## src/hw/rtl/oebs_pkg.sv

```systemverilog
// Package for the odd/even bit split codec: mode, operation and register codes,
// the stage-1 source select type, and the bit gather/scatter functions.
// No dependencies.
package oebs_pkg;

    // Depth of the half-block store
    localparam int OEBS_MAX_HALF = 256;

    // Register and field widths
    localparam int HALF_LEN_W = 9;
    localparam int WORD_W     = 16;
    localparam int BYTE_W     = 8;
    localparam int PDATA_W    = 32;
    localparam int PADDR_W    = 3;

    // Register index codes (paddr bit 2 selects the register)
    localparam logic REG_MODE     = 1'b0;
    localparam logic REG_HALF_LEN = 1'b1;

    // Mode codes
    localparam logic MODE_SPLIT = 1'b0;
    localparam logic MODE_JOIN  = 1'b1;

    // Operation codes
    localparam logic OP_PUSH  = 1'b0;
    localparam logic OP_DRAIN = 1'b1;

    // Reset value of half_len
    localparam logic [HALF_LEN_W-1:0] HALF_LEN_RST = 9'd256;

    // Where the stage-1 result byte comes from
    typedef enum logic [1:0] {
        SRC_ODD,    // odd byte taken straight from the pushed word
        SRC_DRAIN,  // stored even byte read back from the store
        SRC_MERGE   // stored odd half merged with the incoming even byte
    } t_src;

    // Bits 15,13..1 of a word, MSB first
    function automatic logic [BYTE_W-1:0] odd_byte(input logic [WORD_W-1:0] w);
        logic [BYTE_W-1:0] r;
        for (int i = 0; i < BYTE_W; i++) begin
            r[i] = w[2*i+1];
        end
        return r;
    endfunction

    // Bits 14,12..0 of a word, MSB first
    function automatic logic [BYTE_W-1:0] even_byte(input logic [WORD_W-1:0] w);
        logic [BYTE_W-1:0] r;
        for (int i = 0; i < BYTE_W; i++) begin
            r[i] = w[2*i];
        end
        return r;
    endfunction

    // Interleave an odd and an even byte back into one word
    function automatic logic [WORD_W-1:0] merge_halves(input logic [BYTE_W-1:0] o,
                                                       input logic [BYTE_W-1:0] e);
        logic [WORD_W-1:0] r;
        for (int i = 0; i < BYTE_W; i++) begin
            r[2*i+1] = o[i];
            r[2*i]   = e[i];
        end
        return r;
    endfunction

endpackage

```

## src/hw/rtl/oebs_store.sv

```systemverilog
// Half-block byte store: one write port, one read port, registered read data.
// Uses oebs_pkg for the byte width.
module oebs_store
    import oebs_pkg::*;
#(
    parameter int DEPTH = OEBS_MAX_HALF,
    localparam int AW   = $clog2(DEPTH)
) (
    input  logic              i_clk,
    input  logic              i_wr_en,
    input  logic [AW-1:0]     i_wr_addr,
    input  logic [BYTE_W-1:0] i_wr_data,
    input  logic              i_rd_en,
    input  logic [AW-1:0]     i_rd_addr,
    output logic [BYTE_W-1:0] o_rd_data
);

    logic [BYTE_W-1:0] r_mem [DEPTH];
    logic [BYTE_W-1:0] r_rd_data;

    // Write port
    always_ff @(posedge i_clk) begin
        if (i_wr_en) begin
            r_mem[i_wr_addr] <= i_wr_data;
        end
    end

    // Read port; data holds until the next read
    always_ff @(posedge i_clk) begin
        if (i_rd_en) begin
            r_rd_data <= r_mem[i_rd_addr];
        end
    end

    assign o_rd_data = r_rd_data;

endmodule

```

## src/hw/rtl/odd_even_bit_split_codec_unit.sv

```systemverilog
// Top level of the odd/even bit split and join codec.
// Depends on oebs_pkg and oebs_store.

// The codec takes one beat per cycle with no gaps while o_in_stall is low. A
// beat is decided in the cycle it is accepted: counters update and the half
// store is written or read at that edge. The store's registered read data
// joins the beat in the next stage, stage 1, and the result moves from stage 1
// into the output register when the output side can take it, so a result
// passes stage 1 and the output register before it shows on o_out_valid. Input
// stall rises only while the output register is full and stalled and the middle
// stage is occupied. A store entry written by one beat is readable by the very
// next beat, so no interlock is needed. Beats that give no result (drain with
// nothing stored, join first-half bytes, drains in join mode, join pushes with
// nothing left to pair) are still accepted. There is no clearing pass after
// reset; configuration must be written only while the block is idle.
module odd_even_bit_split_codec_unit
    import oebs_pkg::*;
#(
    parameter int MAX_HALF = OEBS_MAX_HALF
) (
    input  logic               i_clk,
    input  logic               i_rst_n,
    // Input channel
    input  logic               i_in_valid,
    output logic               o_in_stall,
    input  logic               i_operation,
    input  logic [WORD_W-1:0]  i_data_in,
    // Output channel
    output logic               o_out_valid,
    input  logic               i_out_stall,
    output logic [WORD_W-1:0]  o_data_out,
    output logic               o_last,
    output logic               o_overflow,
    // Configuration port
    input  logic               psel,
    input  logic               penable,
    input  logic               pwrite,
    input  logic [PADDR_W-1:0] paddr,
    input  logic [PDATA_W-1:0] pwdata,
    output logic [PDATA_W-1:0] prdata,
    output logic               pready
);

    localparam int AW = $clog2(MAX_HALF);
    localparam int CW = $clog2(MAX_HALF + 1);
    localparam int XW = (CW > HALF_LEN_W) ? CW : HALF_LEN_W;
    localparam logic [CW-1:0] MAX_C = CW'(MAX_HALF);
    localparam logic [XW-1:0] MAX_X = XW'(MAX_HALF);

    // Configuration registers
    logic                  r_mode;
    logic [HALF_LEN_W-1:0] r_half_len;

    // Block state
    logic [CW-1:0] r_fill, n_fill;
    logic [CW-1:0] r_rptr, n_rptr;
    logic          r_second, n_second;

    // Stage 1 (waits on store read data)
    logic              r_s1_valid;
    t_src              r_s1_src, n_s1_src;
    logic [BYTE_W-1:0] r_s1_byte, n_s1_byte;
    logic              r_s1_last, n_s1_last;
    logic              r_s1_ovf, n_s1_ovf;
    logic              n_s1_res;

    // Output register
    logic              r_out_valid;
    logic [WORD_W-1:0] r_out_data, n_out_data;
    logic              r_out_last;
    logic              r_out_ovf;

    // Store ports
    logic              wr_en;
    logic [AW-1:0]     wr_addr;
    logic [BYTE_W-1:0] wr_data;
    logic              rd_en;
    logic [BYTE_W-1:0] rd_data;

    logic          in_acc;
    logic          out_take;
    logic          s1_move;
    logic          cfg_wr;
    logic [XW-1:0] hl_x;
    logic [XW-1:0] eff_x;
    logic [CW-1:0] fill_inc;
    logic [CW-1:0] rptr_inc;

    // Handshake
    assign out_take   = !r_out_valid || !i_out_stall;
    assign s1_move    = r_s1_valid && out_take;
    assign o_in_stall = r_s1_valid && !out_take;
    assign in_acc     = i_in_valid && !o_in_stall;

    // Configuration port
    assign pready = 1'b1;
    assign cfg_wr = psel && penable && pwrite && pready;

    always_ff @(posedge i_clk) begin
        if (!i_rst_n) begin
            r_mode     <= MODE_SPLIT;
            r_half_len <= HALF_LEN_RST;
        end else if (cfg_wr) begin
            case (paddr[2])
                REG_MODE:     r_mode     <= pwdata[0];
                REG_HALF_LEN: r_half_len <= pwdata[HALF_LEN_W-1:0];
                default:      r_mode     <= r_mode;
            endcase
        end
    end

    always_comb begin
        case (paddr[2])
            REG_MODE:     prdata = PDATA_W'(r_mode);
            REG_HALF_LEN: prdata = PDATA_W'(r_half_len);
            default:      prdata = '0;
        endcase
    end

    // Effective half length, saturated into 1..MAX_HALF
    assign hl_x  = XW'(r_half_len);
    assign eff_x = (r_half_len == '0) ? XW'(1) : ((hl_x > MAX_X) ? MAX_X : hl_x);

    assign fill_inc = r_fill + 1'b1;
    assign rptr_inc = r_rptr + 1'b1;

    // Beat decode: counter updates, store access, stage-1 payload
    always_comb begin
        n_fill    = r_fill;
        n_rptr    = r_rptr;
        n_second  = r_second;
        wr_en     = 1'b0;
        wr_addr   = r_fill[AW-1:0];
        wr_data   = even_byte(i_data_in);
        rd_en     = 1'b0;
        n_s1_res  = 1'b0;
        n_s1_src  = SRC_ODD;
        n_s1_byte = odd_byte(i_data_in);
        n_s1_last = 1'b0;
        n_s1_ovf  = 1'b0;
        if (in_acc) begin
            case (r_mode)
                MODE_SPLIT: begin
                    if (i_operation == OP_PUSH) begin
                        // odd byte out now, even byte into the store while it has room
                        n_s1_res = 1'b1;
                        if (r_fill < MAX_C) begin
                            wr_en  = 1'b1;
                            n_fill = fill_inc;
                        end else begin
                            n_s1_ovf = 1'b1;
                        end
                    end else if (r_rptr < r_fill && r_rptr < MAX_C) begin
                        // drain one stored even byte
                        n_s1_res = 1'b1;
                        n_s1_src = SRC_DRAIN;
                        rd_en    = 1'b1;
                        n_rptr   = rptr_inc;
                        if (rptr_inc >= r_fill) begin
                            n_s1_last = 1'b1;
                            n_fill    = '0;
                            n_rptr    = '0;
                        end
                    end
                end
                MODE_JOIN: begin
                    wr_data = i_data_in[BYTE_W-1:0];
                    if (i_operation != OP_PUSH) begin
                        n_s1_res = 1'b0;
                    end else if (!r_second) begin
                        // first half: store the odd byte
                        if (r_fill < MAX_C) begin
                            wr_en  = 1'b1;
                            n_fill = fill_inc;
                        end
                        if (XW'(n_fill) >= eff_x || n_fill >= MAX_C) begin
                            n_second = 1'b1;
                            n_rptr   = '0;
                        end
                    end else if (r_rptr < r_fill && r_rptr < MAX_C) begin
                        // second half: pair with the stored partner
                        n_s1_res  = 1'b1;
                        n_s1_src  = SRC_MERGE;
                        n_s1_byte = i_data_in[BYTE_W-1:0];
                        rd_en     = 1'b1;
                        n_rptr    = rptr_inc;
                        if (rptr_inc >= r_fill) begin
                            n_s1_last = 1'b1;
                            n_fill    = '0;
                            n_rptr    = '0;
                            n_second  = 1'b0;
                        end
                    end else begin
                        // nothing left to pair: drop and restart the block
                        n_fill   = '0;
                        n_rptr   = '0;
                        n_second = 1'b0;
                    end
                end
                default: n_s1_res = 1'b0;
            endcase
        end
    end

    always_ff @(posedge i_clk) begin
        if (!i_rst_n) begin
            r_fill   <= '0;
            r_rptr   <= '0;
            r_second <= 1'b0;
        end else begin
            r_fill   <= n_fill;
            r_rptr   <= n_rptr;
            r_second <= n_second;
        end
    end

    // Half store
    oebs_store #(
        .DEPTH (MAX_HALF)
    ) u_store (
        .i_clk     (i_clk),
        .i_wr_en   (wr_en),
        .i_wr_addr (wr_addr),
        .i_wr_data (wr_data),
        .i_rd_en   (rd_en),
        .i_rd_addr (r_rptr[AW-1:0]),
        .o_rd_data (rd_data)
    );

    // Stage 1 control and payload
    always_ff @(posedge i_clk) begin
        if (!i_rst_n) begin
            r_s1_valid <= 1'b0;
        end else if (!r_s1_valid || s1_move) begin
            r_s1_valid <= in_acc && n_s1_res;
        end
    end

    always_ff @(posedge i_clk) begin
        if (in_acc) begin
            r_s1_src  <= n_s1_src;
            r_s1_byte <= n_s1_byte;
            r_s1_last <= n_s1_last;
            r_s1_ovf  <= n_s1_ovf;
        end
    end

    // Result word from stage 1
    always_comb begin
        case (r_s1_src)
            SRC_ODD:   n_out_data = WORD_W'(r_s1_byte);
            SRC_DRAIN: n_out_data = WORD_W'(rd_data);
            SRC_MERGE: n_out_data = merge_halves(rd_data, r_s1_byte);
            default:   n_out_data = '0;
        endcase
    end

    // Output register
    always_ff @(posedge i_clk) begin
        if (!i_rst_n) begin
            r_out_valid <= 1'b0;
        end else if (out_take) begin
            r_out_valid <= r_s1_valid;
        end
    end

    always_ff @(posedge i_clk) begin
        if (s1_move) begin
            r_out_data <= n_out_data;
            r_out_last <= r_s1_last;
            r_out_ovf  <= r_s1_ovf;
        end
    end

    assign o_out_valid = r_out_valid;
    assign o_data_out  = r_out_data;
    assign o_last      = r_out_last;
    assign o_overflow  = r_out_ovf;

endmodule

```

## config.mk

```make
export PLATFORM = sky130hd
export DESIGN_NAME = odd_even_bit_split_codec_unit
export DESIGN_NICKNAME = d
export VERILOG_FILES = /design/src/hw/rtl/oebs_pkg.sv /design/src/hw/rtl/oebs_store.sv /design/src/hw/rtl/odd_even_bit_split_codec_unit.sv
export SDC_FILE = /design/constraint.sdc
export NUM_CORES = 2
export LEC_CHECK = 0
export BUFFER_PORTS_ARGS = -buffer_cell sky130_fd_sc_hd__buf_2
export CAP_MARGIN = 20
export CORE_ASPECT_RATIO = 0.5
export CORE_UTILIZATION = 45
export DETAILED_ROUTE_END_ITERATION = 7
export PLACE_DENSITY = 0.63
export SLEW_MARGIN = 20
export SYNTH_ARGS = -nofsm -noshare
export SYNTH_HDL_FRONTEND = slang
export SYNTH_HIERARCHICAL = 1
export SYNTH_SLANG_ARGS = --single-unit
```

## constraint.sdc

```tcl
create_clock -name i_clk -period 9.7 [get_ports i_clk]
set_input_delay 1.94 -clock i_clk [delete_from_list [all_inputs] [get_ports i_clk]]
set_output_delay 1.94 -clock i_clk [all_outputs]
set_load 0.03 [all_outputs]
```

==> results.rst <==
.. list-table::
   :header-rows: 1

   * - Metric
     - Value
   * - Core Box Area
     - 183700 sq um
   * - Peak fanout along the critical path
     - 22
   * - Setup repair after global routing missed its margin
     - no
   * - Depth of the CTS H-tree
     - 4
   * - Pins over their slew limit
     - 0
   * - Width of the die
     - 611.3 um
   * - Crit path from
     - i_out_stall
   * - Worst reg2reg setup slack
     - 4.74 ns
   * - Post-layout worst setup margin
     - 4.649 ns
   * - PwrDens
     - 189.6 nW/um^2
   * - CTS tree
     - done
   * - Port bufs
     - 62
   * - Warning count from the yosys run
     - 6
   * - Resized Gates After CTS
     - 0
   * - Worst Setup Start Kind
     - primary input
   * - Vert. Die Dim
     - 306.7 um
   * - Launch point of the worst reg-to-reg path
     - r_rptr[0]$_SDFFE_PN0P_
   * - Post-DRT Antenna Nets
     - 0
   * - DR WL/cell
     - 29.69 um
   * - Fraction of layout instances using a drive strength above 1
     - 20.94%
   * - Most common flop cell mapped by yosys
     - sky130_fd_sc_hd__edfxtp_1
   * - Detailed-route via count
     - 41810
   * - FF-to-FF End
     - u_store/o_rd_data[6]$_DFFE_PP_
   * - CTS hold repair buffers
     - 0
   * - Slew Limit Headroom
     - 23.61%
   * - Largest net degree at the start of global routing
     - 162
   * - Crit end category
     - flip-flop
   * - Number of enable flip-flop cells after synthesis
     - 2086
   * - Gate count after technology mapping
     - 4147
   * - Clock Path Buffers
     - 3
   * - Final Cell Area
     - 92030 sq um
   * - Number of antenna violations at the first check in global routing
     - 8
   * - Final hold vios
     - 0
   * - Layout Nets
     - 4321
   * - Half-perimeter wire length of the detailed placement result
     - 123.5 mm
   * - Clock latency of the later-clocked register in the worst-skew pair
     - 0.81 ns
   * - Grt ovf
     - 0
   * - Cell area after synthesis
     - 83540 sq um
   * - Proportion of synthesized flip-flops having asynchronous set or reset
     - 0%
   * - Max-Cap Viols
     - 0
   * - Achievable frequency
     - 0.1980 GHz
   * - Critical path data arrival time
     - 5.48 ns
   * - Worst Hold Class
     - flip-flop to flip-flop
   * - Status
     - finished clean
   * - Launch instance of the worst min-delay path
     - r_s1_last$_DFFE_PP_
   * - Worst hold endpoint
     - o_last$_DFFE_PP_
   * - Worst IR drop on VDD
     - 179.1 uV
   * - Final period util
     - 52.08%
   * - Worst Tran Pin Value
     - 1.146 ns
   * - Post-Route Setup TNS
     - 0 ns
   * - Share of the core filled with cells in the final layout
     - 50.09%
   * - Static Leakage
     - 0.02719 uW
   * - Global routing usage summed across all routing layers
     - 21.70%
   * - Post-synthesis cell type with the largest combined area
     - sky130_fd_sc_hd__edfxtp_1
   * - Clock slew at reported path FFs
     - 0.06 ns
   * - Setup clock skew after layout
     - 0.02224 ns
   * - Initial DRC count
     - 5259
   * - First-pass GRT wire length
     - 293.4 mm
   * - Total wire length after detailed routing
     - 203.9 mm
   * - Post-Syn Area per Cell
     - 20.14 sq um
   * - Post-placement cell area
     - 86240 sq um
   * - Most common library cells after synthesis
     - 2086 x sky130_fd_sc_hd__edfxtp_1, 454 x sky130_fd_sc_hd__mux4_2, 304 x sky130_fd_sc_hd__nor2_1
   * - Most frequently used cell type in the post-synthesis netlist
     - sky130_fd_sc_hd__edfxtp_1
   * - Ports placed on the boundary
     - 112
   * - RD Place Congestion
     - 0.8813
   * - Time the worst path needs with I/O delays and setup
     - 5.051 ns
   * - Number of post-CTS setup repair buffers
     - 0
   * - Cell at the root of the clock tree
     - sky130_fd_sc_hd__clkbuf_16
   * - Number of setup violations in the final report
     - 0
   * - Number of global-route vias before repair
     - 41110
   * - Placement-stage worst setup slack
     - 3.917 ns
   * - Growth of design area from synthesis to finish
     - 10.17%
   * - Num CTS Buffers
     - 186
   * - Rows
     - 111
   * - Die Footprint
     - 187500 sq um
   * - Length in cells of the worst reg-to-reg path
     - 7
   * - Worst endpoint required time
     - 10.13 ns
   * - Post-synth top area share
     - 74.98%
   * - Top post-synthesis cells by area
     - sky130_fd_sc_hd__edfxtp_1 75%, sky130_fd_sc_hd__mux4_2 12%, sky130_fd_sc_hd__mux2i_1 1.7%, sky130_fd_sc_hd__nor2_1 1.4%, sky130_fd_sc_hd__a22oi_1 1.2%
   * - DR pass1 iterations
     - 6
   * - Count of cell types in the netlist
     - 75
   * - Sink Count
     - 2117
   * - Residual DRC count
     - 0
   * - Detail-routed via count per cell
     - 6.089
   * - Initial Utilization
     - 45.46%
   * - WS Path Type
     - primary input to flip-flop
   * - Count of state elements after synthesis
     - 2117
   * - Sequential element share of the synthesized area
     - 75.73%
   * - Worst hold path cell count
     - 0
==> layer usage <==
metal / track usage [%] / wire length (um)
met1: 31.68 / 85240
met2: 32.85 / 93700
met3: 4.826 / 19880
met4: 6.523 / 5077
met5: 0 / 13
==> registers in the layout, indices dropped and copies added, names as in the netlist <==
signal and flops:
u_store/r_mem 2048, o_data_out 16, hl_x 9, r_fill 9, r_rptr 9, r_s1_byte 8, u_store/o_rd_data 8, r_s1_src 2
o_last 1, o_out_valid 1, o_overflow 1, r_mode 1, r_s1_last 1, r_s1_ovf 1, r_s1_valid 1, r_second 1
==> cells in the final DEF (no fill, tap or decap), types with 7 or more instances in the layout <==
| master | netlist | final |
|---|---|---|
| sky130_fd_sc_hd__edfxtp_1 | 2086 | 2086 |
| sky130_fd_sc_hd__mux4_2 | 454 | 454 |
| sky130_fd_sc_hd__nor2_1 | 304 | 300 |
| sky130_fd_sc_hd__clkbuf_16 | 0 | 191 |
| sky130_fd_sc_hd__mux2i_1 | 141 | 141 |
| sky130_fd_sc_hd__a22oi_1 | 133 | 133 |
| sky130_fd_sc_hd__a21oi_1 | 118 | 118 |
| sky130_fd_sc_hd__nand2_1 | 87 | 86 |
| sky130_fd_sc_hd__buf_4 | 51 | 70 |
| sky130_fd_sc_hd__buf_2 | 35 | 61 |
| sky130_fd_sc_hd__o221ai_1 | 46 | 46 |
| sky130_fd_sc_hd__clkbuf_1 | 116 | 44 |
| sky130_fd_sc_hd__nand3_1 | 45 | 42 |
| sky130_fd_sc_hd__clkinv_1 | 3 | 39 |
| sky130_fd_sc_hd__clkinv_2 | 0 | 39 |
| sky130_fd_sc_hd__nor2b_1 | 38 | 34 |
| sky130_fd_sc_hd__o21ai_0 | 34 | 34 |
| sky130_fd_sc_hd__ha_1 | 31 | 31 |
| sky130_fd_sc_hd__o22ai_1 | 28 | 28 |
| sky130_fd_sc_hd__nor3_1 | 28 | 26 |
| sky130_fd_sc_hd__nor4_1 | 25 | 25 |
| sky130_fd_sc_hd__dfxtp_1 | 31 | 25 |
| sky130_fd_sc_hd__conb_1 | 2 | 24 |
| sky130_fd_sc_hd__and2_1 | 23 | 23 |
| sky130_fd_sc_hd__inv_1 | 20 | 20 |
| sky130_fd_sc_hd__nand4_1 | 18 | 18 |
| sky130_fd_sc_hd__a211oi_1 | 17 | 17 |
| sky130_fd_sc_hd__a22o_1 | 13 | 13 |
| sky130_fd_sc_hd__o211ai_1 | 13 | 13 |
| sky130_fd_sc_hd__a221oi_1 | 13 | 13 |
| sky130_fd_sc_hd__nand2b_1 | 12 | 12 |
| sky130_fd_sc_hd__o21ai_1 | 11 | 11 |
| sky130_fd_sc_hd__bufinv_16 | 0 | 10 |
| sky130_fd_sc_hd__mux2_4 | 8 | 8 |
| sky130_fd_sc_hd__xnor2_1 | 8 | 8 |
| sky130_fd_sc_hd__buf_12 | 8 | 8 |
| sky130_fd_sc_hd__mux2_8 | 0 | 7 |
| sky130_fd_sc_hd__a31oi_1 | 7 | 7 |
| sky130_fd_sc_hd__clkinvlp_4 | 0 | 7 |
==> report_power, final <==
group,internal [uW],total (uW),switching [uW]
Clock,3870,7080,3210
Combinational,47.9,292,244
Sequential,10100,10100,11.0
==> cell type report <==
type                            count  area (sq um)
Fill cell                       14550         91710
Timing Repair Buffer              141          1032
Inverter                           23         86.33
Tap cell                         2486          3110
Multi-Input combinational cell   1762         18790
Clock buffer                      235          4945
Clock inverter                    101         784.5
Sequential cell                  2117         63280
Antenna cell                        2         5.005
==> worst max path at each step <==
stage	end	slack, ns	cells past startpoint
after floorplan	u_store/r_mem[0][1]$_DFFE_PP_	4.50	6
after global placement	u_store/r_mem[96][2]$_DFFE_PP_	4.00	8
after detailed placement	u_store/r_mem[18][0]$_DFFE_PP_	3.92	8
after CTS	u_store/o_rd_data[4]$_DFFE_PP_	4.64	7
after global routing	u_store/o_rd_data[6]$_DFFE_PP_	4.41	7
final	u_store/r_mem[2][1]$_DFFE_PP_	4.65	8
==> worst max-delay path, cell delays in order <==
cell                      delay [ns]
sky130_fd_sc_hd__buf_2          0.12
sky130_fd_sc_hd__nand3_1        0.10
sky130_fd_sc_hd__nand2_1        0.14
sky130_fd_sc_hd__inv_1          0.09
sky130_fd_sc_hd__buf_4          0.28
sky130_fd_sc_hd__and3_1         0.76
sky130_fd_sc_hd__nand3_2        1.01
sky130_fd_sc_hd__nor2_1         1.01
==> cell families (layout without fill, tap and decap cells) <==
logic type,after synthesis,after routing,synth area share (%)
adders and majority gates,31,31,0.4643
buffers and inverters,290,500,2.106
xor gates and xnor gates,12,12,0.1258
other,2,26,0.008990
AOI/OAI and AO/OA,469,469,3.929
and+or+nand+nor,611,611,3.369
DFF,2117,2117,75.73
muxes,615,615,14.27
==> per-stage QoR <==
stage / total power (uW) / std cells / hold slack (ns)
2_1_floorplan: 10430 / 4169 / 0.4003
3_3_place_gp: 10550 / 6528 / 0.4107
3_5_place_dp: 10570 / 6528 / 0.4074
4_1_cts: 17580 / 6864 / 0.4223
5_1_grt: 17920 / 6865 / 0.4459
6_report: 17450 / 6867 / 0.4265
Note: power is estimated with default switching activity, not from simulation.
